`src/rtl/pcrg_pkg.sv`:
```
`timescale 1ns / 1ps
`default_nettype none

package pcrg_pkg;

  localparam int unsigned TICK_W  = 16;
  localparam int unsigned RAW_W   = 16;
  localparam int unsigned CUR_W   = 18;
  localparam int unsigned RUN_W   = 16;
  localparam int unsigned TOTAL_W = 32;
  localparam int unsigned CFG_IDX_W = 2;

  localparam int unsigned QDEPTH  = 2;
  localparam int unsigned QPTR_W  = (QDEPTH > 1) ? $clog2(QDEPTH) : 1;
  localparam int unsigned QCNT_W  = $clog2(QDEPTH + 1);

  typedef enum logic [CFG_IDX_W-1:0] {
    REG_BLANKING = 2'd0,
    REG_OC_LIMIT = 2'd1,
    REG_INV_LIMIT = 2'd2
  } reg_idx_t;

  typedef enum logic [1:0] {
    PH_NONE = 2'd0,
    PH_A    = 2'd1,
    PH_B    = 2'd2,
    PH_C    = 2'd3
  } phase_t;

  typedef enum logic [1:0] {
    ACT_USE          = 2'd0,
    ACT_HOLD         = 2'd1,
    ACT_TRIP_INVALID = 2'd2,
    ACT_TRIP_OC      = 2'd3
  } action_t;

  // classified frame handed from front to back
  typedef struct packed {
    logic signed [CUR_W-1:0] cur_a;
    logic signed [CUR_W-1:0] cur_b;
    logic signed [CUR_W-1:0] cur_c;
    logic [TICK_W-1:0]       mrg_a;
    logic [TICK_W-1:0]       mrg_b;
    logic [TICK_W-1:0]       mrg_c;
    logic [2:0]              mask;
    phase_t                  phase;
    logic                    ok;
    logic                    oc;
  } frame_t;

  typedef struct packed {
    logic [TICK_W-1:0] blanking;
    logic [RUN_W-1:0]  oc_max;
    logic [RUN_W-1:0]  inv_limit;
  } cfg_t;

endpackage

`default_nettype wire

```
`src/rtl/pcrg_front.sv`:
```
`timescale 1ns / 1ps
`default_nettype none

module pcrg_front (
  input  wire logic [pcrg_pkg::TICK_W-1:0]        blanking,
  input  wire logic [pcrg_pkg::TICK_W-1:0]        duty_a,
  input  wire logic [pcrg_pkg::TICK_W-1:0]        duty_b,
  input  wire logic [pcrg_pkg::TICK_W-1:0]        duty_c,
  input  wire logic [pcrg_pkg::TICK_W-1:0]        sample_time,
  input  wire logic signed [pcrg_pkg::RAW_W-1:0]  sample_a,
  input  wire logic signed [pcrg_pkg::RAW_W-1:0]  sample_b,
  input  wire logic signed [pcrg_pkg::RAW_W-1:0]  sample_c,
  input  wire logic                               overcurrent,
  input  wire logic                               in_valid,
  output      logic                               in_ready,
  output      logic                               push,
  input  wire logic                               q_full,
  output      pcrg_pkg::frame_t                   frame
);

  // a word is taken whenever the queue has room
  assign in_ready = !q_full;
  assign push     = in_valid && !q_full;

  pcrg_classify u_classify (
    .blanking    (blanking),
    .duty_a      (duty_a),
    .duty_b      (duty_b),
    .duty_c      (duty_c),
    .sample_time (sample_time),
    .sample_a    (sample_a),
    .sample_b    (sample_b),
    .sample_c    (sample_c),
    .overcurrent (overcurrent),
    .frame       (frame)
  );

endmodule

`default_nettype wire

```
`src/rtl/pcrg_classify.sv`:
```
`timescale 1ns / 1ps
`default_nettype none

module pcrg_classify (
  input  wire logic [pcrg_pkg::TICK_W-1:0]        blanking,
  input  wire logic [pcrg_pkg::TICK_W-1:0]        duty_a,
  input  wire logic [pcrg_pkg::TICK_W-1:0]        duty_b,
  input  wire logic [pcrg_pkg::TICK_W-1:0]        duty_c,
  input  wire logic [pcrg_pkg::TICK_W-1:0]        sample_time,
  input  wire logic signed [pcrg_pkg::RAW_W-1:0]  sample_a,
  input  wire logic signed [pcrg_pkg::RAW_W-1:0]  sample_b,
  input  wire logic signed [pcrg_pkg::RAW_W-1:0]  sample_c,
  input  wire logic                               overcurrent,
  output      pcrg_pkg::frame_t                   frame
);

  localparam int unsigned EXT = pcrg_pkg::CUR_W - pcrg_pkg::RAW_W;

  logic [pcrg_pkg::TICK_W-1:0]        ma, mb, mc;
  logic [2:0]                         mask;
  logic [pcrg_pkg::TICK_W-1:0]        least;
  pcrg_pkg::phase_t                   phase;
  logic                               ok;
  logic signed [pcrg_pkg::CUR_W-1:0]  ia, ib, ic;

  always_comb begin
    ma = (sample_time > duty_a) ? pcrg_pkg::TICK_W'(sample_time - duty_a) : '0;
    mb = (sample_time > duty_b) ? pcrg_pkg::TICK_W'(sample_time - duty_b) : '0;
    mc = (sample_time > duty_c) ? pcrg_pkg::TICK_W'(sample_time - duty_c) : '0;
    mask = {mc >= blanking, mb >= blanking, ma >= blanking};
    ok = (mask[0] && mask[1]) || (mask[0] && mask[2]) || (mask[1] && mask[2]);
  end

  // pick the phase to rebuild; on ties C wins over B, B over A
  always_comb begin
    least = mc;
    phase = pcrg_pkg::PH_NONE;
    if (mask == 3'b111) begin
      phase = pcrg_pkg::PH_C;
      if (mb < least) begin
        least = mb;
        phase = pcrg_pkg::PH_B;
      end
      if (ma < least) begin
        phase = pcrg_pkg::PH_A;
      end
    end else if (ok) begin
      if (!mask[0]) begin
        phase = pcrg_pkg::PH_A;
      end else if (!mask[1]) begin
        phase = pcrg_pkg::PH_B;
      end else begin
        phase = pcrg_pkg::PH_C;
      end
    end
  end

  always_comb begin
    ia = {{EXT{sample_a[pcrg_pkg::RAW_W-1]}}, sample_a};
    ib = {{EXT{sample_b[pcrg_pkg::RAW_W-1]}}, sample_b};
    ic = {{EXT{sample_c[pcrg_pkg::RAW_W-1]}}, sample_c};
    if (!ok) begin
      ia = '0;
      ib = '0;
      ic = '0;
    end else begin
      case (phase)
        pcrg_pkg::PH_A: ia = -(ib + ic);
        pcrg_pkg::PH_B: ib = -(ia + ic);
        default:        ic = -(ia + ib);
      endcase
    end
  end

  always_comb begin
    frame.cur_a = ia;
    frame.cur_b = ib;
    frame.cur_c = ic;
    frame.mrg_a = ma;
    frame.mrg_b = mb;
    frame.mrg_c = mc;
    frame.mask  = mask;
    frame.phase = phase;
    frame.ok    = ok;
    frame.oc    = overcurrent;
  end

endmodule

`default_nettype wire

```
`src/rtl/pcrg_queue.sv`:
```
`timescale 1ns / 1ps
`default_nettype none

module pcrg_queue (
  input  wire logic             clk,
  input  wire logic             rst,
  input  wire logic             push,
  input  wire pcrg_pkg::frame_t wr_frame,
  output      logic             full,
  output      logic             not_empty,
  input  wire logic             pop,
  output      pcrg_pkg::frame_t rd_frame
);

  pcrg_pkg::frame_t                  slots [pcrg_pkg::QDEPTH];
  logic [pcrg_pkg::QPTR_W-1:0]       wr_ptr;
  logic [pcrg_pkg::QPTR_W-1:0]       rd_ptr;
  logic [pcrg_pkg::QCNT_W-1:0]       count;
  logic                              do_push;
  logic                              do_pop;

  assign full      = (count == pcrg_pkg::QCNT_W'(pcrg_pkg::QDEPTH));
  assign not_empty = (count != '0);
  assign do_push   = push && !full;
  assign do_pop    = pop && not_empty;
  assign rd_frame  = slots[rd_ptr];

  function automatic logic [pcrg_pkg::QPTR_W-1:0] bump(input logic [pcrg_pkg::QPTR_W-1:0] p);
    logic [pcrg_pkg::QPTR_W-1:0] r;
    if (p == pcrg_pkg::QPTR_W'(pcrg_pkg::QDEPTH - 1)) begin
      r = '0;
    end else begin
      r = p + 1'b1;
    end
    return r;
  endfunction

  always_ff @(posedge clk) begin
    if (rst) begin
      wr_ptr <= '0;
      rd_ptr <= '0;
      count  <= '0;
    end else begin
      if (do_push) begin
        wr_ptr <= bump(wr_ptr);
      end
      if (do_pop) begin
        rd_ptr <= bump(rd_ptr);
      end
      if (do_push && !do_pop) begin
        count <= count + 1'b1;
      end else if (do_pop && !do_push) begin
        count <= count - 1'b1;
      end
    end
  end

  always_ff @(posedge clk) begin
    if (do_push) begin
      slots[wr_ptr] <= wr_frame;
    end
  end

endmodule

`default_nettype wire

```
`src/rtl/pcrg_guard.sv`:
```
`timescale 1ns / 1ps
`default_nettype none

module pcrg_guard (
  input  wire logic                                 clk,
  input  wire logic                                 rst,
  input  wire logic [pcrg_pkg::RUN_W-1:0]           oc_max,
  input  wire logic [pcrg_pkg::RUN_W-1:0]           inv_limit,
  input  wire logic                                 q_not_empty,
  input  wire pcrg_pkg::frame_t                     q_frame,
  output      logic                                 pop,
  output      logic                                 out_valid,
  input  wire logic                                 out_ready,
  output      logic signed [pcrg_pkg::CUR_W-1:0]    current_a,
  output      logic signed [pcrg_pkg::CUR_W-1:0]    current_b,
  output      logic signed [pcrg_pkg::CUR_W-1:0]    current_c,
  output      logic [pcrg_pkg::TICK_W-1:0]          edge_gap_a,
  output      logic [pcrg_pkg::TICK_W-1:0]          edge_gap_b,
  output      logic [pcrg_pkg::TICK_W-1:0]          edge_gap_c,
  output      logic [2:0]                           ok_mask,
  output      logic [1:0]                           rebuilt_phase,
  output      logic                                 frame_ok,
  output      logic [1:0]                           guard_action,
  output      logic [pcrg_pkg::TOTAL_W-1:0]         invalid_frames
);

  logic [pcrg_pkg::RUN_W-1:0]    oc_run, oc_run_next;
  logic [pcrg_pkg::RUN_W-1:0]    inv_run, inv_run_next;
  logic [pcrg_pkg::TOTAL_W-1:0]  inv_total, inv_total_next;
  pcrg_pkg::action_t             action_next;

  assign pop = q_not_empty && (!out_valid || out_ready);

  always_comb begin
    oc_run_next    = oc_run;
    inv_run_next   = inv_run;
    inv_total_next = inv_total;
    action_next    = pcrg_pkg::ACT_USE;
    if (!q_frame.ok) begin
      oc_run_next    = '0;
      inv_total_next = inv_total + 1'b1;
      inv_run_next   = (&inv_run) ? inv_run : inv_run + 1'b1;
      action_next    = (inv_run_next >= inv_limit) ? pcrg_pkg::ACT_TRIP_INVALID
                                                   : pcrg_pkg::ACT_HOLD;
    end else begin
      inv_run_next = '0;
      if (!q_frame.oc) begin
        oc_run_next = '0;
      end else begin
        oc_run_next = (&oc_run) ? oc_run : oc_run + 1'b1;
        if (oc_run_next >= oc_max) begin
          action_next = pcrg_pkg::ACT_TRIP_OC;
        end
      end
    end
  end

  always_ff @(posedge clk) begin
    if (rst) begin
      oc_run    <= '0;
      inv_run   <= '0;
      inv_total <= '0;
      out_valid <= 1'b0;
    end else begin
      if (pop) begin
        oc_run    <= oc_run_next;
        inv_run   <= inv_run_next;
        inv_total <= inv_total_next;
        out_valid <= 1'b1;
      end else if (out_ready) begin
        out_valid <= 1'b0;
      end
    end
  end

  always_ff @(posedge clk) begin
    if (pop) begin
      current_a      <= q_frame.cur_a;
      current_b      <= q_frame.cur_b;
      current_c      <= q_frame.cur_c;
      edge_gap_a     <= q_frame.mrg_a;
      edge_gap_b     <= q_frame.mrg_b;
      edge_gap_c     <= q_frame.mrg_c;
      ok_mask        <= q_frame.mask;
      rebuilt_phase  <= q_frame.phase;
      frame_ok       <= q_frame.ok;
      guard_action   <= action_next;
      invalid_frames <= inv_total_next;
    end
  end

endmodule

`default_nettype wire

```
`src/rtl/phase_current_rebuild_guard_unit.sv`:
```
`timescale 1ns / 1ps
`default_nettype none

// Three-shunt phase current rebuild with a sampling guard. One word per
// PWM frame is taken on the in channel; each gives exactly one result word
// on the out channel, in order. A new word can be taken every clock cycle
// while the queue has room: the front classifies a word in the cycle it is
// taken and writes it into a two-entry queue, and the guard stage pulls one
// word per cycle, while its output register is free or being read, from the
// queue into that register; the in side keeps running while up to three
// results wait for out_ready. Register writes (cfg_index 0 blanking, 1
// overcurrent limit, 2 invalid limit, others ignored) are always taken and
// must only be issued while no frame is in flight.
module phase_current_rebuild_guard_unit (
  input  wire logic                                 clk,
  input  wire logic                                 rst,
  input  wire logic                                 cfg_valid,
  output      logic                                 cfg_ready,
  input  wire logic [pcrg_pkg::CFG_IDX_W-1:0]       cfg_index,
  input  wire logic [pcrg_pkg::RUN_W-1:0]           cfg_data,
  input  wire logic                                 in_valid,
  output      logic                                 in_ready,
  input  wire logic [pcrg_pkg::TICK_W-1:0]          duty_a,
  input  wire logic [pcrg_pkg::TICK_W-1:0]          duty_b,
  input  wire logic [pcrg_pkg::TICK_W-1:0]          duty_c,
  input  wire logic [pcrg_pkg::TICK_W-1:0]          sample_time,
  input  wire logic signed [pcrg_pkg::RAW_W-1:0]    sample_a,
  input  wire logic signed [pcrg_pkg::RAW_W-1:0]    sample_b,
  input  wire logic signed [pcrg_pkg::RAW_W-1:0]    sample_c,
  input  wire logic                                 overcurrent,
  output      logic                                 out_valid,
  input  wire logic                                 out_ready,
  output      logic signed [pcrg_pkg::CUR_W-1:0]    current_a,
  output      logic signed [pcrg_pkg::CUR_W-1:0]    current_b,
  output      logic signed [pcrg_pkg::CUR_W-1:0]    current_c,
  output      logic [pcrg_pkg::TICK_W-1:0]          edge_gap_a,
  output      logic [pcrg_pkg::TICK_W-1:0]          edge_gap_b,
  output      logic [pcrg_pkg::TICK_W-1:0]          edge_gap_c,
  output      logic [2:0]                           ok_mask,
  output      logic [1:0]                           rebuilt_phase,
  output      logic                                 frame_ok,
  output      logic [1:0]                           guard_action,
  output      logic [pcrg_pkg::TOTAL_W-1:0]         invalid_frames
);

  pcrg_pkg::cfg_t    cfg;
  pcrg_pkg::frame_t  wr_frame;
  pcrg_pkg::frame_t  rd_frame;
  logic              push;
  logic              q_full;
  logic              q_not_empty;
  logic              pop;

  assign cfg_ready = 1'b1;

  always_ff @(posedge clk) begin
    if (rst) begin
      cfg.blanking  <= '0;
      cfg.oc_max    <= pcrg_pkg::RUN_W'(1);
      cfg.inv_limit <= pcrg_pkg::RUN_W'(1);
    end else if (cfg_valid) begin
      case (cfg_index)
        pcrg_pkg::REG_BLANKING:  cfg.blanking  <= cfg_data;
        pcrg_pkg::REG_OC_LIMIT:  cfg.oc_max    <= cfg_data;
        pcrg_pkg::REG_INV_LIMIT: cfg.inv_limit <= cfg_data;
        default: ;
      endcase
    end
  end

  pcrg_front u_front (
    .blanking    (cfg.blanking),
    .duty_a      (duty_a),
    .duty_b      (duty_b),
    .duty_c      (duty_c),
    .sample_time (sample_time),
    .sample_a    (sample_a),
    .sample_b    (sample_b),
    .sample_c    (sample_c),
    .overcurrent (overcurrent),
    .in_valid    (in_valid),
    .in_ready    (in_ready),
    .push        (push),
    .q_full      (q_full),
    .frame       (wr_frame)
  );

  pcrg_queue u_queue (
    .clk       (clk),
    .rst       (rst),
    .push      (push),
    .wr_frame  (wr_frame),
    .full      (q_full),
    .not_empty (q_not_empty),
    .pop       (pop),
    .rd_frame  (rd_frame)
  );

  pcrg_guard u_guard (
    .clk            (clk),
    .rst            (rst),
    .oc_max         (cfg.oc_max),
    .inv_limit      (cfg.inv_limit),
    .q_not_empty    (q_not_empty),
    .q_frame        (rd_frame),
    .pop            (pop),
    .out_valid      (out_valid),
    .out_ready      (out_ready),
    .current_a      (current_a),
    .current_b      (current_b),
    .current_c      (current_c),
    .edge_gap_a     (edge_gap_a),
    .edge_gap_b     (edge_gap_b),
    .edge_gap_c     (edge_gap_c),
    .ok_mask        (ok_mask),
    .rebuilt_phase  (rebuilt_phase),
    .frame_ok       (frame_ok),
    .guard_action   (guard_action),
    .invalid_frames (invalid_frames)
  );

endmodule

`default_nettype wire

```
`config.mk`:
```
export PLATFORM = sky130hd
export DESIGN_NAME = phase_current_rebuild_guard_unit
export DESIGN_NICKNAME = d
export VERILOG_FILES = /design/src/rtl/pcrg_pkg.sv /design/src/rtl/pcrg_front.sv /design/src/rtl/pcrg_classify.sv /design/src/rtl/pcrg_queue.sv /design/src/rtl/pcrg_guard.sv /design/src/rtl/phase_current_rebuild_guard_unit.sv
export SDC_FILE = /design/constraint.sdc
export NUM_CORES = 1
export LEC_CHECK = 0
export BUFFER_PORTS_ARGS = -buffer_cell sky130_fd_sc_hd__buf_2
export CORE_ASPECT_RATIO = 0.9
export CORE_UTILIZATION = 60
export DETAILED_ROUTE_END_ITERATION = 10
export PLACE_DENSITY = 0.81
export SLEW_MARGIN = 20
export SYNTH_ARGS = -nofsm -noshare
export SYNTH_HDL_FRONTEND = slang
export SYNTH_SLANG_ARGS = --single-unit
```
`constraint.sdc`:
```
create_clock -name clk -period 26 [get_ports clk]
set_clock_uncertainty 0.1 [all_clocks]
set_input_delay 6.5 -clock clk [delete_from_list [all_inputs] [get_ports clk]]
set_output_delay 6.5 -clock clk [all_outputs]
set_load 0.01 [all_outputs]
```
### After elaboration in Yosys (flattened, before gate mapping)

Memory sizes are Yosys's and may differ from the RTL's. A register that Yosys moved wholly into a read port is not among the register bits.
Index checks and enable logic that the tools add are counted.
Widths: inputs -> output; s select.

* bitwise logic cells: 0
* shifts and indexed selects: 0
* add/sub/neg operators: 16
* divide/modulo/power cells: 0
* magnitude comparators: 10
* mux-type cells: 37
* $mul: 0
* reductions and logical operators: 26
* eq/ne operators: 6

Operators with widths (number)
* $mux 16: 10
* $mux 18: 6
* $ge 16x16->1: 5
* $neg 17->18: 3
* $add 16x16->17: 3
* $gt 16x16->1: 3
* $sub 16x16->16: 3
* $add 16x1->16 const B: 2
* $add 32x1->32 const B: 1
* $lt 16x16->1: 2
* $mux 32: 1
* $reduce_and 16->1: 2
* $mux 2: 10
* $mux 1: 10
* $logic_and 1x1->1: 9
* $eq 2x2->1 const B: 3
* $reduce_and 2->1: 3
* $reduce_bool 2->1: 3
* $eq 2x1->1 const B: 2
* $logic_not 1->1: 4
* $eq 3x3->1 const B: 1
* $logic_or 1x1->1: 3
* $add 1x1->1 const B: 2
* $add 2x1->2 const B: 1
* 3 further kinds: 3

* bits of input ports: 136
* register bits: 259
* word-level logic and storage cells: 117
* output and inout port bits: 145
* RAM bits: 218
* memory bits (read-only): 0
* memories: 1
* latch bits: 0

Memory list
* u_queue.slots: words 2, bits a word 109, read ports 1, clocked after memory_dff 1, wr ports 1, RTL line pcrg_queue.sv:15 `pcrg_pkg::frame_t slots [pcrg_pkg::QDEPTH];`

### Longest topological paths before layout

Gate-level depths: netlist of the first run.

* depth after elaboration: 12
* gate-level depth with buffers: 33
* mapped depth without buffers: 29

### Cells and area by module

From an unflattened synthesis of the first run, not the netlist that was laid out.

* cell total of the unflattened synthesis: 2474
* area, all modules: 27626.5 um2

Modules (own cells, without submodules)
* pcrg_guard: instances 1, cells each 788, area each 9223.8 um2, seq. area each 5565.3 um2
* pcrg_classify: instances 1, cells each 1139, area each 8311.7 um2, seq. area each 0.0 um2
* pcrg_queue: instances 1, cells each 364, area each 8110.3 um2, seq. area each 6646.4 um2
* phase_current_rebuild_guard_unit: instances 1, cells each 181, area each 1970.6 um2, seq. area each 960.9 um2
* pcrg_front: instances 1, cells each 2, area each 10.0 um2, seq. area each 0.0 um2

### Worst setup path before layout of the first run

OpenSTA, ideal clock, no wires.

* path type: input port to flip-flop
* start point: input port sample_time[0] (netlist bit)
* end point: memory u_queue.slots[0][59] (netlist bit), data pin
* setup time: 0.269 ns
* required time: 25.631 ns
* path buffers: 5
* arrival time: 12.732 ns
* path slack: 12.899 ns
* stages: 32
* path through: inv_1 > ha_1 > inv_1 > fa_1 > a221oi_2 > o221ai_2 > a21oi_1 > o21ai_0 > o31a_1 > clkbuf_1 > and2_1 > ha_1 > a211oi_1 > nor2_1 > or3_1 > a221o_1 > a21oi_2 > buf_2 > clkbuf_1 > o21a_1 > ha_1 > a21o_1 > a21o_1 > a21o_1 > a21o_1 > a21oi_1 > o21ai_0 > or4_1 > buf_2 > buf_2 > nand4_1 > o21ai_0

RTL lines
* from (decl): RTL line phase_current_rebuild_guard_unit.sv:26 `input wire logic [pcrg_pkg::TICK_W-1:0] sample_time,`
* to (decl): RTL line pcrg_queue.sv:15

==> results.txt, run 1 <==
Setup slack on the critical path of the routed design comes to 12.07 ns. The maximum buffer depth of the clock tree is 3. The peak clock frequency supported by timing is 0.07176 GHz. Of all nets on the critical path, the largest fanout is 34. The share of post-route cells with drive strength above 1 is 0.1870. The area of the core is 0.04421 mm². The number of antenna violations at the first check in global routing is 3. For this run, the register share of the synthesized area comes to 0.4885.

In the routed design, unresolved DRC markers number 0. Of the available clock period, the critical path in the final layout requires 0.5359. The first-pass iteration count of the detailed router is 6. The number of placed instances, taps included, is 3336.

The worst pin sits at a relative slew slack of 0.2558. The remaining global-route overflow is 0. The maximum level of the CTS H-tree came out at 2. The mean instance size in the synthesized netlist came out at 10.72 µm². The netlist area before placement is 0.02697 mm². The share of total power dissipated in combinational logic is 0.343. The detail route stage leaves a number of antenna-violating nets equal to 0. The uppermost layer routed is met5.

The synthesized netlist cell count is 2516. STA puts the critical path data arrival time at 14.21 ns. The global-route wire length before repair is 106.6 mm. On the worst path, the slowest cell contributes a delay of 0.77 ns. In the layout the commonest cells are sky130_fd_sc_hd__edfxtp_1 (360), sky130_fd_sc_hd__buf_2 (278), sky130_fd_sc_hd__ha_1 (258).

The count of maximum capacitance violations is 0. The hold buffer count at cts is 0. The flow ran to the end, and the final reports show no timing, DRC or antenna violations. In this run the static leakage power is 0.01257 µW. Internal power comes to 1924 µW.

The post-CTS resize count came out at 0. The number of DRC markers in iteration 0 came out at 1760. The reg2reg setup slack came out at 21.41 ns. The detail-routed via count per cell is 5.987. The finished layout holds 3424 standard cells, fillers aside. The share of total power dissipated in sequential elements is 0.409. The min-delay analysis places its worst path in the category flip-flop to flip-flop. The global routing usage summed across all routing layers is 0.3006. The initial core utilization came out at 0.6100. At the worst endpoint, the required time is 26.28 ns.

The power spent charging and discharging nets came out at 1027 µW. Yosys mapped a number of flops with a built-in enable equal to 360. The most common library cell in the layout ignoring fill and taps is sky130_fd_sc_hd__edfxtp_1. Input and output buffers added on the ports amount to 279. The synthesized netlist contains 90 unique library cells. Clock latency on the worst-skew pair, taken at its later pin, is 0.61 ns. The weighted congestion reported at the end of routability-driven placement came out at 0.9368. The register bit total from synthesis came out at 478.

Of the total power, the share spent switching nets is 0.3481. During synthesis, Yosys emitted a total of 0 warnings. The count of standard-cell rows came out at 73. The kind of start point of the critical path is a primary input.

The placement-stage worst setup slack is 11.74 ns. The final max-slew violation count is 0. The critical path in this run is classified as primary input to flip-flop. The cell type of the slowest stage on the worst timing path is sky130_fd_sc_hd__a22oi_2. The detailed placement HPWL came out at 50.64 mm. Clock-pin slew was measured on the worst setup and hold paths at 0.06 ns. The detailed-route wire length per cell is 20.26 µm. The number of global-route vias before repair came to 19680. The tree is rooted in a sky130_fd_sc_hd__clkbuf_16. Entering global routing, the biggest net connects 101 pins.

The maximum vdd drop came out at 0.00008018 V. The flip-flop cell with the highest count after synthesis is sky130_fd_sc_hd__edfxtp_1. The final hold violation count is 0.

The die covers 0.04580 mm². The chip height is 203.1 µm. The total power per unit cell area is 96.21 mW/mm². The number of buffers inserted during clock tree synthesis is 48. The total detailed-routing wirelength is 69.39 mm.

The final layout contains 3186 nets. Setup repair after global routing left no endpoint under its margin. Wire segments on met2 add up to 31.52 mm in the final route. The final period demand of the worst path came out at 13.93 ns. The area added between synthesis and finish came out at 13.74%. At the pin with the least slew margin, the transition time is 1.116 ns. The routed wire length on met3 is 6.306 mm. The detailed-routing wirelength on met1 came out at 29.87 mm. Detailed routing inserted a total of 20500 vias. The total clock sinks is 478. The clock power share is 0.248. TritonCTS built the clock tree.

Once the clock tree was built, the setup fixing pass inserted 0 buffers. Setup violations remaining at the end of the flow were counted as 0. The total negative slack for setup checks came out at 0 ns. The worst setup path is captured at a flip-flop.

The width of the chip is 225.5 µm. The fraction of registers with async set/reset is 0. The number of nets handed over by synthesis was 2916. 281 I/O pins were placed.
cell type report:
cell class                 instances  area [µm²]
fill                            3278       13540
inverter                         217       819.5
antenna                            1       2.502
clock inverter                    30       384.1
timing repair buffer             295        1523
multi-input combinational       1746       12720
sequential                       478       13180
tap                              600       750.7
clock buffer                      57        1296
synthesized netlist by cell type, types with 5 or more instances:
master,instances,area share
sky130_fd_sc_hd__o21a_1,29,0.0081
sky130_fd_sc_hd__o21ai_0,115,0.021
sky130_fd_sc_hd__nor2_1,184,0.026
sky130_fd_sc_hd__nor3b_1,9,0.0025
sky130_fd_sc_hd__xor2_1,47,0.015
sky130_fd_sc_hd__or2_2,9,0.0021
sky130_fd_sc_hd__ha_1,258,0.12
sky130_fd_sc_hd__a22oi_1,21,0.0058
sky130_fd_sc_hd__xnor2_1,95,0.031
sky130_fd_sc_hd__a211o_1,6,0.0019
sky130_fd_sc_hd__a211oi_1,18,0.0050
sky130_fd_sc_hd__nand2b_1,17,0.0039
sky130_fd_sc_hd__and2_1,24,0.0056
sky130_fd_sc_hd__nand2_1,192,0.027
sky130_fd_sc_hd__nand4_1,42,0.0097
sky130_fd_sc_hd__or4_1,5,0.0014
sky130_fd_sc_hd__o21bai_1,8,0.0022
sky130_fd_sc_hd__a21o_1,46,0.013
sky130_fd_sc_hd__nor2b_1,13,0.0030
sky130_fd_sc_hd__and3_1,19,0.0044
sky130_fd_sc_hd__clkbuf_1,59,0.0082
sky130_fd_sc_hd__mux2i_1,22,0.0082
sky130_fd_sc_hd__nand3b_1,6,0.0017
sky130_fd_sc_hd__a21oi_1,192,0.036
sky130_fd_sc_hd__dfxtp_1,118,0.088
sky130_fd_sc_hd__mux2_2,112,0.047
sky130_fd_sc_hd__nor3_1,41,0.0076
sky130_fd_sc_hd__buf_2,9,0.0017
sky130_fd_sc_hd__or3_1,20,0.0046
sky130_fd_sc_hd__nand3_1,65,0.012
sky130_fd_sc_hd__nor4_1,11,0.0026
sky130_fd_sc_hd__fa_1,6,0.0045
sky130_fd_sc_hd__edfxtp_1,360,0.40
sky130_fd_sc_hd__a31oi_1,12,0.0028
sky130_fd_sc_hd__inv_1,215,0.030
sky130_fd_sc_hd__o2111ai_1,6,0.0019
cells by family after synthesis:
kind of cell / Yosys count / synth area share
buffers and inverters: 292 / 0.04153
AOI/OAI and AO/OA: 523 / 0.1216
adders and majority gates: 264 / 0.1242
and+or+nand+nor: 681 / 0.1222
muxes: 135 / 0.05577
xor gates and xnor gates: 142 / 0.04612
DFF: 478 / 0.4885
other: 1 / 0.0001391
registers in the layout, summed over array words and instances, names as in the netlist, 3 cells and up, named ones only:
register / count
u_guard.inv_total: 32
u_guard.oc_run: 16
u_queue.slots: 218
u_guard.invalid_frames: 32
u_guard.edge_gap_b: 16
u_guard.edge_gap_c: 16
u_guard.current_a: 18
u_guard.ok_mask: 3
u_guard.edge_gap_a: 16
cfg: 48
u_guard.inv_run: 16
u_guard.current_b: 18
u_guard.current_c: 18
worst paths after layout:
check	startpoint	cells after the start	to
min reg2reg	cfg[9]	2	cfg[9]
max reg2reg	u_guard.oc_run[3]	14	u_guard.guard_action[0]
min	cfg[9]	2	cfg[9]
max	sample_time[0]	30	u_queue.slots[1][90]
per-layer routing:
| layer | up-vias | global-route usage |
|---|---|---|
| met3 | 117 | 0.05311 |
| met5 | - | 0 |
| met1 | 9803 | 0.4198 |
| li1 | 9664 | - |
| met2 | 911 | 0.4785 |
| met4 | 4 | 0.09014 |
power by group through the flow:
stage	clock network [µW]	registers, µW	logic [µW]
2_1_floorplan	0	1270	611
3_3_place_gp	0	1210	966
3_5_place_dp	0	1220	996
4_1_cts	740	1210	1000
5_1_grt	767	1230	1090
6_report	732	1210	1010
through the flow:
stage | util | cell area, µm² | hold WS [ns] | power (µW)
floorplan | - | 26970 | 0.3363 | 1882
global placement | 0.6554 | 28970 | 0.3435 | 2179
detailed placement | 0.6556 | 28980 | 0.3465 | 2216
CTS | 0.6936 | 30660 | 0.3552 | 2953
global route | 0.6938 | 30670 | 0.3774 | 3086
finish | 0.6938 | 30670 | 0.3560 | 2951
critical path: cells and delay by family:
| family | cells | cell delay, ns |
|---|---|---|
| compound gates | 17 | 4.44 |
| fa+ha+maj | 4 | 1.23 |
| buf+inv | 4 | 0.63 |
| simple gates | 5 | 1.33 |
No activity file was read; power rests on OpenSTA's default activity.
==> run 2: changes to the inputs <==
==> constraint.sdc (replaced) <==
create_clock -name clk -period 14.3 [get_ports clk]
set_clock_uncertainty 0.1 [all_clocks]
set_input_delay 3.575 -clock clk [delete_from_list [all_inputs] [get_ports clk]]
set_output_delay 3.575 -clock clk [all_outputs]
set_load 0.01 [all_outputs]
==> run 2 against run 1 <==
Clock-buffer cell count rose by 5. Sequential share of layout area grew 0.12 points. Critical path type unchanged. Final cell count about the same. Utilization is 0.20 points lower. Die area stayed put.
==> results.txt, run 2 (synthesis results as in run 1) <==
The kind of end point of the critical path is a flip-flop. For this configuration, the core starts out at a cell density of 0.6100. At the end of routability-driven placement, the weighted congestion stood at 0.9184.

The internal portion of the total power is 3439 µW. The detail-routed via count per cell is 5.985. The total negative slack for setup checks came out at 0 ns. The final hold violation count came out at 0. Setup slack closes at 3.423 ns.

The share of the core filled with cells came out at 0.6918. The area growth from synthesis to layout is 13.42%. The largest net degree at the start of global routing is 84.

At the pin with the least slew margin, the transition time is 1.062 ns. The number of DRC markers in iteration 0 came out at 1723. Summed over all nets, the half-perimeter wirelength after detailed placement is 51.20 mm. The final worst-path cycle share is 0.7606. The number of global-route vias before repair came out at 19930. The floorplan die area came out at 0.04580 mm². The share of post-route cells with drive strength above 1 came out at 0.1866. The combinational fraction of design power came out at 0.348. Clock tree synthesis found a total of 478 sinks. Clock tree synthesis selected as its root buffer the cell sky130_fd_sc_hd__clkbuf_16.

TritonCTS created 48 clock buffers. The area of the core is 0.04421 mm². The final max-slew violation count came out at 0. The clock passes through at most 3 buffers. The peak clock frequency supported by timing is 0.09194 GHz. The number of antenna-violating nets in the routed design is 0. The width of the chip came out at 225.5 µm. After clock tree synthesis, the clock-pin slew on the worst setup and hold paths is 0.06 ns. Summed over all nets, the switching power comes to 1864 µW. Timing analysis after detailed placement gives a worst setup slack of 3.026 ns. The design draws 5303 µW. The count of standard-cell rows came out at 73. Before antenna repair, the detailed router went through 6 iterations. For this run, the total global-route usage over all layers was measured as 0.3006. The count of maximum capacitance violations is 0. At the worst endpoint, the required time is 14.60 ns. The first global-routing pass estimated 106.7 mm of wire.

The part of the total power dissipated in sequential elements is 0.414. The buffering stage count on the worst path with inverters included came out at 3. The maximum fanout along the worst path came out at 34. The via count of the routed design is 20500. In the layout the commonest cells are sky130_fd_sc_hd__edfxtp_1 (360), sky130_fd_sc_hd__buf_2 (278), sky130_fd_sc_hd__ha_1 (258). For this design, the slowest cell found on the critical path is sky130_fd_sc_hd__a22oi_2.

The chip height came out at 203.1 µm. The class of the most critical hold timing path is flip-flop to flip-flop. The post-CTS setup buffer count is 0. Hold timing on the final database bottoms out at a slack of 0.3578 ns. Dividing total power by cell area gives a power density of 173.4 mW/mm².

The number of buffers inserted by port buffering came out at 279. Data arrives at the worst endpoint at 11.17 ns. The final count of negative-setup-slack endpoints is 0. The maximum level of the CTS H-tree is 2. The register with the most flip-flops in the final layout is u_queue.slots. The final net count is 3188. For this run, design rule violations remaining after detail routing come to 0. The cell leakage power is 0.01254 µW. Of the total power, the share spent switching nets is 0.3515. The total detailed-routing wirelength is 69.47 mm.

The maximum cell stage delay along the critical path is 0.78 ns. The clock insertion delay at the later pin of the skew report came out at 0.60 ns. The hold buffer count at cts came out at 0. The worst setup path category is primary input to flip-flop. The kind of start point of the critical path is a primary input. The register with the most flip-flops in the layout has 218 of them. The remaining global-route overflow is 0. The number of primary I/O pins came out at 281. The most common library cell in the layout ignoring fill and taps is sky130_fd_sc_hd__edfxtp_1.

The share of total power dissipated in the clock network is 0.238. The dominant delay contributor by cell family on the critical path is compound AO/OA/AOI/OAI gates. IR analysis of the VDD net gives a maximum drop of 0.0001685 V.

Setup repair after global routing left no endpoint under its margin. TritonCTS built the clock tree. The detailed-route wire length per cell is 20.28 µm. The routed design could run at a clock period as short as 10.88 ns. The number of antenna violations at the first check in global routing is 2. The number of gates resized after CTS was 0. The flow ran to the end, and the final reports show no timing, DRC or antenna violations. The worst slew margin relative to its limit came out at 0.2920. In the final layout, the registers with the most flip-flops are u_queue.slots x218, cfg x48.
run 2: cell count changes in the layout (fill, tap and decap cells not counted), sizes merged:
cell,previous run,this run
clkbuf,57,62
bufinv,7,3
buf,295,297
clkinv,18,16
clkinvlp,3,2
inv,219,220
run 2: area by class of cell:
cell class                      instances  area (µm²)
Antenna cell                            1       2.502
Clock buffer                           62        1336
Clock inverter                         24       230.2
Fill cell                            3317       13620
Inverter                              217       819.5
Multi-Input combinational cell       1746       12720
Sequential cell                       478       13180
Tap cell                              600       750.7
Timing Repair Buffer                  297        1550
run 2: power groups by stage:
stage | combinational, µW | sequential, µW | clock, µW
3_5_place_dp | 1810 | 2220 | 0
3_3_place_gp | 1770 | 2200 | 0
5_1_grt | 2000 | 2220 | 1330
6_report | 1850 | 2190 | 1260
4_1_cts | 1830 | 2200 | 1280
2_1_floorplan | 1110 | 2310 | 0
run 2: per-layer routing:
metal,wire length (µm),vias up,track usage
li1,-,9658,-
met1,30260,9901,0.4200
met2,31360,807,0.4723
met3,5918,129,0.05673
met4,1914,2,0.09670
met5,13,-,0
run 2: path summary, 6_finish.rpt:
kind                      from                      end  slack (ns)  cells after the start
max                  duty_c[9]     u_queue.slots[1][90]        3.42                     29
min                    cfg[11]                  cfg[11]        0.36                      2
max reg2reg  u_guard.oc_run[3]  u_guard.guard_action[0]        9.72                     15
min reg2reg            cfg[11]                  cfg[11]        0.36                      2
run 2: tightest hold or removal path, stage by stage (launching register included):
cell	delay, ns
sky130_fd_sc_hd__dfxtp_1	0.31
sky130_fd_sc_hd__nand2_1	0.05
sky130_fd_sc_hd__a21oi_1	0.05
run 2: per-stage QoR:
| step | cells | area [µm²] |
|---|---|---|
| after CTS | 3423 | 30560 |
| after floorplan | 2516 | 26970 |
| after global placement | 3336 | 28980 |
| after global routing | 3425 | 30580 |
| after detailed placement | 3337 | 28990 |
| final | 3425 | 30580 |
==> run 3: changes to the inputs <==
--- a/config.mk
+++ b/config.mk
@@ -7,9 +7,9 @@
 export LEC_CHECK = 0
 export BUFFER_PORTS_ARGS = -buffer_cell sky130_fd_sc_hd__buf_2
 export CORE_ASPECT_RATIO = 0.9
-export CORE_UTILIZATION = 60
+export CORE_UTILIZATION = 54
 export DETAILED_ROUTE_END_ITERATION = 10
-export PLACE_DENSITY = 0.81
+export PLACE_DENSITY = 0.77
 export SLEW_MARGIN = 20
 export SYNTH_ARGS = -nofsm -noshare
 export SYNTH_HDL_FRONTEND = slang
==> constraint.sdc (replaced) <==
create_clock -name clk -period 8.9 [get_ports clk]
set_clock_uncertainty 0.1 [all_clocks]
set_input_delay 2.225 -clock clk [delete_from_list [all_inputs] [get_ports clk]]
set_output_delay 2.225 -clock clk [all_outputs]
set_load 0.01 [all_outputs]
==> run 3 against run 2 <==
Critical path depth increased by 1. Flip-flop and latch count is the same. Utilization decreased by 6.1 points. Die area up 11%. Hold slack barely moved. Final area rose by 1.5%. Largest power group unchanged. Highest routed layer is now met4.
==> results.txt, run 3 (synthesis results as in run 1) <==
The flow ran to the end, and the final reports show no timing, DRC or antenna violations. The worst setup path category is primary input to flip-flop. The width of the chip is 237.6 µm. The die covers 0.05084 mm². The count of maximum capacitance violations is 0.

The multi-input combinational cell area came out at 0.01275 mm². Setup repair after global routing left no endpoint under its margin. The slowest stage of the critical path is the sky130_fd_sc_hd__a2111oi_4 cell.

The number of gates resized after CTS was 0. The H-tree generated during clock tree synthesis spans 2 levels. The total power per unit cell area came out at 276.0 mW/mm².

After routing, the total negative slack on setup checks comes to 0 ns. The number of cells after detailed placement came out at 3452. In the routed layout, each cell is associated on average with a via count of 5.772. CTS placed an instance of sky130_fd_sc_hd__clkbuf_16 at the clock tree root. The antenna diode count is 0. The final hold violation count came out at 0.

The final worst-path cycle share came out at 0.9502. At the end of the flow, the number of nets in the layout was 3231. The first-pass iteration count of the detailed router is 6. The initial core utilization came out at 0.5477. Headroom to the max-slew limit came out at 0.2743. The flip-flop count of the largest register after layout is 218. The number of remaining DRC errors came out at 0. The detailed placement HPWL is 54.20 mm.

The maximum fanout along the worst path came out at 14. The number of antenna violations at the first check in global routing came to 0. The chip height came out at 214 µm. The register with the highest flop count is u_queue.slots. The global routing usage summed across all routing layers came out at 0.2761. The most common library cell in the layout ignoring fill and taps is sky130_fd_sc_hd__edfxtp_1.

The maximum cell stage delay along the critical path came out at 0.43 ns. Of the cells placed in the final design, the portion with a size suffix greater than 1 is 0.1980. The kind of end point of the critical path is a flip-flop.

In this run the static leakage power is 0.01274 µW. The number of primary I/O pins came out at 281. The number of global-route vias before repair came out at 20070.

In the final layout, flip-flops and latches occupy 0.01318 mm². The total area inside the core boundary comes to 0.04923 mm². The via count of the routed design came out at 20430. The remaining global-route overflow came out at 0. The largest net degree at the start of global routing came out at 104. Across the VDD grid, the largest voltage drop is 0.0003257 V. In the layout the commonest cells are sky130_fd_sc_hd__edfxtp_1 (360), sky130_fd_sc_hd__buf_2 (278), sky130_fd_sc_hd__ha_1 (258). The number of DRC markers in iteration 0 came out at 1505. The peak clock frequency supported by timing is 0.1183 GHz. The min-delay analysis places its worst path in the category flip-flop to flip-flop. Hold is met by 0.3580 ns.

The share of the core filled with cells came out at 0.6308. The worst path setup slack after routing is 0.4434 ns. In this run, CTS created clock tree buffers numbering 48. The TritonCTS clock tree is yes. The total clock sinks came out at 478. The number of buffers inserted by port buffering is 279. Hold repair after CTS inserted 0 buffers. The final period demand of the worst path is 8.457 ns. In the final layout, the registers with the most flip-flops are u_queue.slots x218, cfg x48.

The area added between synthesis and finish came out at 15.17%. The number of antenna-violating nets in the routed design came out at 0. In this run the post-CTS setup repair buffer count came out at 0. The arrival time at the worst endpoint is 8.73 ns. The final max-slew violation count is 0. The detailed-route wire length per cell came out at 20.12 µm. Setup violations remaining at the end of the flow were counted as 0. The maximum buffer depth of the clock tree is 3. The transition time at the pin with the least slew margin came out at 1.089 ns. Clock-pin slew was measured on the worst setup and hold paths at 0.06 ns. The count of fill cells added during filler insertion is 3932. The worst setup path is launched from a primary input. The non-filler instance count after layout came out at 3539. Wires add up to 71.19 mm. After floorplanning, the core was divided into 77 placement rows.

The global-route wire length before repair came out at 109.7 mm. The required time at the endpoint of the critical path came out at 9.17 ns. The weighted congestion reported at the end of routability-driven placement came out at 0.9743.

The placement-stage worst setup slack is -0.1889 ns. The clock insertion delay at the later pin of the skew report is 0.60 ns.
[run 3: worst max-delay path, delay by kind of cell]
kind                       cells  cell delay [ns]
and+or+nand+nor                6             1.08
adders and majority gates      4             1.24
buffers and inverters          6             0.89
xor gates and xnor gates       1             0.18
AOI/OAI and AO/OA             13             3.11
[run 3: routing by layer]
layer	routed length (µm)	vias up	part of all wire	GRT usage
li1	-	9740	-	-
met1	32530	9963	0.46	0.3945
met2	33210	632	0.47	0.4460
met3	4021	93	0.056	0.03328
met4	1427	0	0.020	0.07118
met5	0	-	0	0
[run 3: where the power goes]
| group | total, µW | internal, µW | switching, µW |
|---|---|---|---|
| clock | 1990 | 1140 | 850 |
| sequential | 3520 | 3300 | 211 |
| combinational | 3070 | 1160 | 1910 |
| total | 8570 | 5600 | 2970 |
[run 3: metrics by stage]
stage	instance area, µm²	total power, µW
floorplan	26970	5497
global placement	29460	6499
detailed placement	29460	6582
CTS	31010	8584
global route	31060	8984
finish	31060	8572
[run 3: layout make-up]
class                           count  share of cell area
Sequential cell                   478              0.4243
Multi-Input combinational cell   1746              0.4106
Timing Repair Buffer              340             0.06180
Clock buffer                       60             0.04113
Tap cell                          671             0.02703
Inverter                          217             0.02639
Clock inverter                     27            0.008742
[run 3: worst paths after layout]
check / from / endpoint / slack [ns] / depth (start not counted)
worst max-delay path: sample_time[0] / u_queue.slots[0][72] / 0.44 / 30
worst min-delay path: cfg[37] / cfg[37] / 0.36 / 2
worst max register to register: u_guard.oc_run[3] / u_guard.guard_action[0] / 3.90 / 15
worst min register to register: cfg[37] / cfg[37] / 0.36 / 2
